### src/rtl/core/ecs_pkg.sv
// shared constants, codes and command/status types of the epipolar search
// no dependencies
package ecs_pkg;

    localparam int COORD_W      = 11;
    localparam int IDX_W        = 11;
    localparam int CNT_W        = 12;
    localparam int MAX_POINTS   = 2048;
    localparam int F_W          = 48;
    localparam int COEF_W       = 64;
    localparam int WIDE_W       = 80;
    localparam int NUM_REGS     = 8;
    localparam int CFG_IDX_W    = 4;
    localparam int STEP_W       = 3;
    localparam int EDGE_W       = 11;
    localparam int RIGHT_EDGE_X = 719;
    localparam int FRAC_BITS    = 44;
    localparam int LINE_STEPS   = 6;

    localparam logic [COEF_W-1:0] ONE_FIX = COEF_W'(1) << FRAC_BITS;

    typedef enum logic [1:0] {
        OP_CLEAR  = 2'd0,
        OP_APPEND = 2'd1,
        OP_QUERY  = 2'd2,
        OP_NONE   = 2'd3
    } t_op;

    typedef struct packed {
        logic clear;
        logic append;
        logic load_query;
        logic line_step;
        logic edge_mul;
        logic mul;
        logic eval;
        logic finish;
    } t_cmd;

    typedef struct packed {
        logic line_last;
        logic b_zero;
        logic count_zero;
        logic scan_last;
        logic out_busy;
    } t_status;

endpackage

### src/rtl/core/ecs_ctrl.sv
// controller state machine of the epipolar search
// depends on ecs_pkg
module ecs_ctrl (
    input  logic              i_clk,
    input  logic              i_rst_n,
    input  logic              i_valid,
    output logic              o_ready,
    input  logic [1:0]        i_operation,
    input  ecs_pkg::t_status  i_status,
    output ecs_pkg::t_cmd     o_cmd
);

    typedef enum logic [6:0] {
        S_IDLE = 7'b0000001,
        S_LINE = 7'b0000010,
        S_EDGE = 7'b0000100,
        S_RD   = 7'b0001000,
        S_MUL  = 7'b0010000,
        S_EVAL = 7'b0100000,
        S_DONE = 7'b1000000
    } t_state;

    t_state r_state, n_state;
    logic   w_accept;

    assign o_ready  = (r_state == S_IDLE);
    assign w_accept = i_valid && o_ready;

    always_comb begin
        n_state = r_state;
        o_cmd   = '0;
        unique case (r_state)
            S_IDLE: begin
                if (w_accept) begin
                    case (i_operation)
                        ecs_pkg::OP_CLEAR:  o_cmd.clear = 1'b1;
                        ecs_pkg::OP_APPEND: o_cmd.append = 1'b1;
                        ecs_pkg::OP_QUERY: begin
                            o_cmd.load_query = 1'b1;
                            n_state = S_LINE;
                        end
                        default: ;
                    endcase
                end
            end
            S_LINE: begin
                o_cmd.line_step = 1'b1;
                if (i_status.line_last) n_state = S_EDGE;
            end
            S_EDGE: begin
                o_cmd.edge_mul = 1'b1;
                if (i_status.b_zero || i_status.count_zero) n_state = S_DONE;
                else n_state = S_RD;
            end
            S_RD: n_state = S_MUL;
            S_MUL: begin
                o_cmd.mul = 1'b1;
                n_state = S_EVAL;
            end
            S_EVAL: begin
                o_cmd.eval = 1'b1;
                if (i_status.scan_last) n_state = S_DONE;
                else n_state = S_RD;
            end
            S_DONE: begin
                if (!i_status.out_busy) begin
                    o_cmd.finish = 1'b1;
                    n_state = S_IDLE;
                end
            end
            default: n_state = S_IDLE;
        endcase
    end

    always_ff @(posedge i_clk) begin
        if (!i_rst_n) r_state <= S_IDLE;
        else          r_state <= n_state;
    end

endmodule

### config.mk
export PLATFORM = sky130hd
export DESIGN_NAME = ecs_ctrl
export DESIGN_NICKNAME = d
export VERILOG_FILES = /design/src/rtl/core/ecs_pkg.sv /design/src/rtl/core/ecs_ctrl.sv
export SDC_FILE = /design/constraint.sdc
export NUM_CORES = 1
export LEC_CHECK = 0
export ABC_CLOCK_PERIOD_IN_PS = 1300
export BUFFER_PORTS_ARGS = -buffer_cell sky130_fd_sc_hd__buf_2
export CAP_MARGIN = 20
export CORE_AREA = 2 2 39 41
export DETAILED_ROUTE_END_ITERATION = 16
export DIE_AREA = 0 0 41 43
export GPL_TIMING_DRIVEN = 0
export HOLD_SLACK_MARGIN = 0.12
export PLACE_DENSITY = 0.74
export SKIP_LAST_GASP = 1
export SLEW_MARGIN = 20
export SYNTH_ARGS = -nofsm -noshare
export SYNTH_HDL_FRONTEND = slang
export SYNTH_SLANG_ARGS = --single-unit
### constraint.sdc
create_clock -name i_clk -period 1.3 [get_ports i_clk]
set_clock_uncertainty 0.1 [all_clocks]
set_input_delay 0.065 -clock i_clk [delete_from_list [all_inputs] [get_ports i_clk]]
set_output_delay 0.065 -clock i_clk [all_outputs]
set_load 0.02 [all_outputs]
==> metrics <==
row cnt 14; Static Leak roughly 0.00041 uW; asr flop ratio synth 0%; vias between 600 and 700; Post-Syn Area per Cell just over 8 sq um; commonest non-fill, non-tap cell in the layout buf_6; Root Driver clkbuf_4; Layout Utilization between 60% and 70%; Critical Path Sink o_cmd[5]; First DRT Iteration DRCs 10; Final setup viols 16; Post-synth EDFFs 0; biggest regs r_state: 7 flops; worst min path class in2reg; Cell variety after synth 31; Ant. Diodes 0; relative slew slack ~80%; top cells by area, synth dfxtp_1, nor2_1, nor4b_2; internal reg-to-reg setup slack -260 ps; RSZ-0062 raised after global routing true; GP Congestion 0.734; worst slew pin tran a little under 300 ps; largest net degree at the start of global routing 8; Worst-Skew Late Latency ~250 ps; commonest cells after routing, fill and taps aside buf_6, buf_4, buf_2; CTS tree built; syn nets 69; area leader, netlist dfxtp_1; clock-pin slew on the worst setup and hold paths around 60 ps; Die H approximately 43 um; PD cells 1580 nW/um^2; Inst Count DP 93; Synth top area share 29.4%; detailed-route wire length per cell between 10 and 15 um; share of cells above drive strength 1 between 60 and 70%; Critical Path AT 1430 ps; Final Hold Viols 0; worst reg2reg path depth 7; status finished with violations; max frequency approximately 630 MHz; die width 41 um; worst r2r dst r_state[3]$_SDFFE_PN0P_; synth-to-layout area growth 99.0%; Worst Setup End Kind primary output; Tmin final 1590 ps; register bank with the most flops r_state; period utilization 122%; Critical Path Start r_state[2]$_SDFFE_PN0P_; Warnings, synthesis 0; Synth Flop Type dfxtp_1; worst slack, placed -236 ps; HPWL Detailed approximately 910 um; Bufs on Longest Clock Path 2; CTS buffer count 3; Initial Utilization roughly 34%; drt drc 0; core footprint between 1000 and 1500 sq um; number of clock sinks 7; Netlist Area Pre-Place 477 sq um; Clock H-tree levels 1; DR vias/cell approximately 5.2; GRT Overall Usage roughly a fifth; Max IR drop VDD 0.898 mV; final net count 112; max FFs per register 7; die area around 1800 sq um; sequential area share after synthesis 29.4%; final non-filler cell total about 120; max-slew violations 0; drt total wl between 1500 and 2000 um; first-pass GRT wire length approximately 2400 um; worst-path fanout max 3; CP Launch Type flop; reg-to-reg startpoint r_state[2]$_SDFFE_PN0P_; ANT nets after route 0; maxcap violations 0; WS Path Type reg2out; Setup WS post-layout -292 ps; Pre-antenna DRT Iters 4; IO Count 19; #FFs+latches synth 7; vias in the first global route between 500 and 600; I/O Buffers 18; hold slack between 100 and 150 ps; total gr overflow 0; initial antenna violation count 0; worst endpoint required time 1130 ps; Syn Inst Count between 50 and 60; failing checks setup timing
-- through the flow --
stage / instance area [sq um] / power [uW] / setup TNS (ps)
3_3_place_gp: 611 / 910 / -1400
4_1_cts: 840 / 1350 / -2390
6_report: 948 / 1490 / -3600
5_1_grt: 948 / 1570 / -4680
3_5_place_dp: 611 / 933 / -1530
2_1_floorplan: 500 / 778 / -323
-- where the power goes --
part           switching, uW  internal (uW)  total, uW
combinational            456            449        905
sequential               121            271        392
clock                   80.6            117        198
total                    657            837       1490
-- cell type report --
class | instances | area [sq um]
sequential | 7 | 159
clock buffer | 4 | 26.3
fill | 93 | 435
timing repair buffer | 38 | 318
tap | 16 | 20.0
inverter | 4 | 15.0
multi-input combinational | 48 | 410
-- cells by family (layout without fill, tap and decap cells) --
family,Yosys count,in the layout,share of synthesized area (%)
AO/OA/AOI/OAI,11,11,15.0
XOR/XNOR,1,1,1.84
buffers and inverters,4,46,3.15
flip-flops,7,7,29.4
AND/OR/NAND/NOR,36,36,50.7
-- how the worst min path moves through the flow --
stage | from | to | slack, ps | cells past startpoint
after floorplan | i_rst_n | r_state[0]$_SDFFE_PN1P_ | 70 | 1
after global placement | i_rst_n | r_state[0]$_SDFFE_PN1P_ | 230 | 2
after detailed placement | i_rst_n | r_state[0]$_SDFFE_PN1P_ | 230 | 2
after CTS | i_status[0] | r_state[6]$_SDFFE_PN0P_ | 180 | 4
after global routing | i_status[0] | r_state[6]$_SDFFE_PN0P_ | 160 | 4
final | i_status[0] | r_state[6]$_SDFFE_PN0P_ | 150 | 4
-- routing by layer --
metal | share of wire, % | track usage [%]
met1 | 41 | 23.8
met2 | 53 | 32.5
met3 | 2.8 | 3.14
met4 | 3.5 | 12.0
met5 | 0 | 0
-- critical path, stage by stage, from the launching register on --
cell	delay, ps
dfxtp_4	350
nor3_4	230
nand3_2	170
buf_6	160
nor2_2	130
buf_6	140
-- Yosys cell counts, types with 2 or more instances --
cell,instances
dfxtp_1,7
and3_2,3
o21ai_0,3
nor2_1,9
nand2_1,4
nor2b_1,2
nand3_1,3
nor4b_2,2
inv_1,4
-- repair_timing --
item	4_1_cts	5_1_grt
endpoints found under the setup margin	16	16
gates resized for setup	27	18
hold buffers	5	0
pin swaps	10	10
endpoints found under the hold margin	7	0
setup buffers	9	6
(Power assumes the default switching activity.)
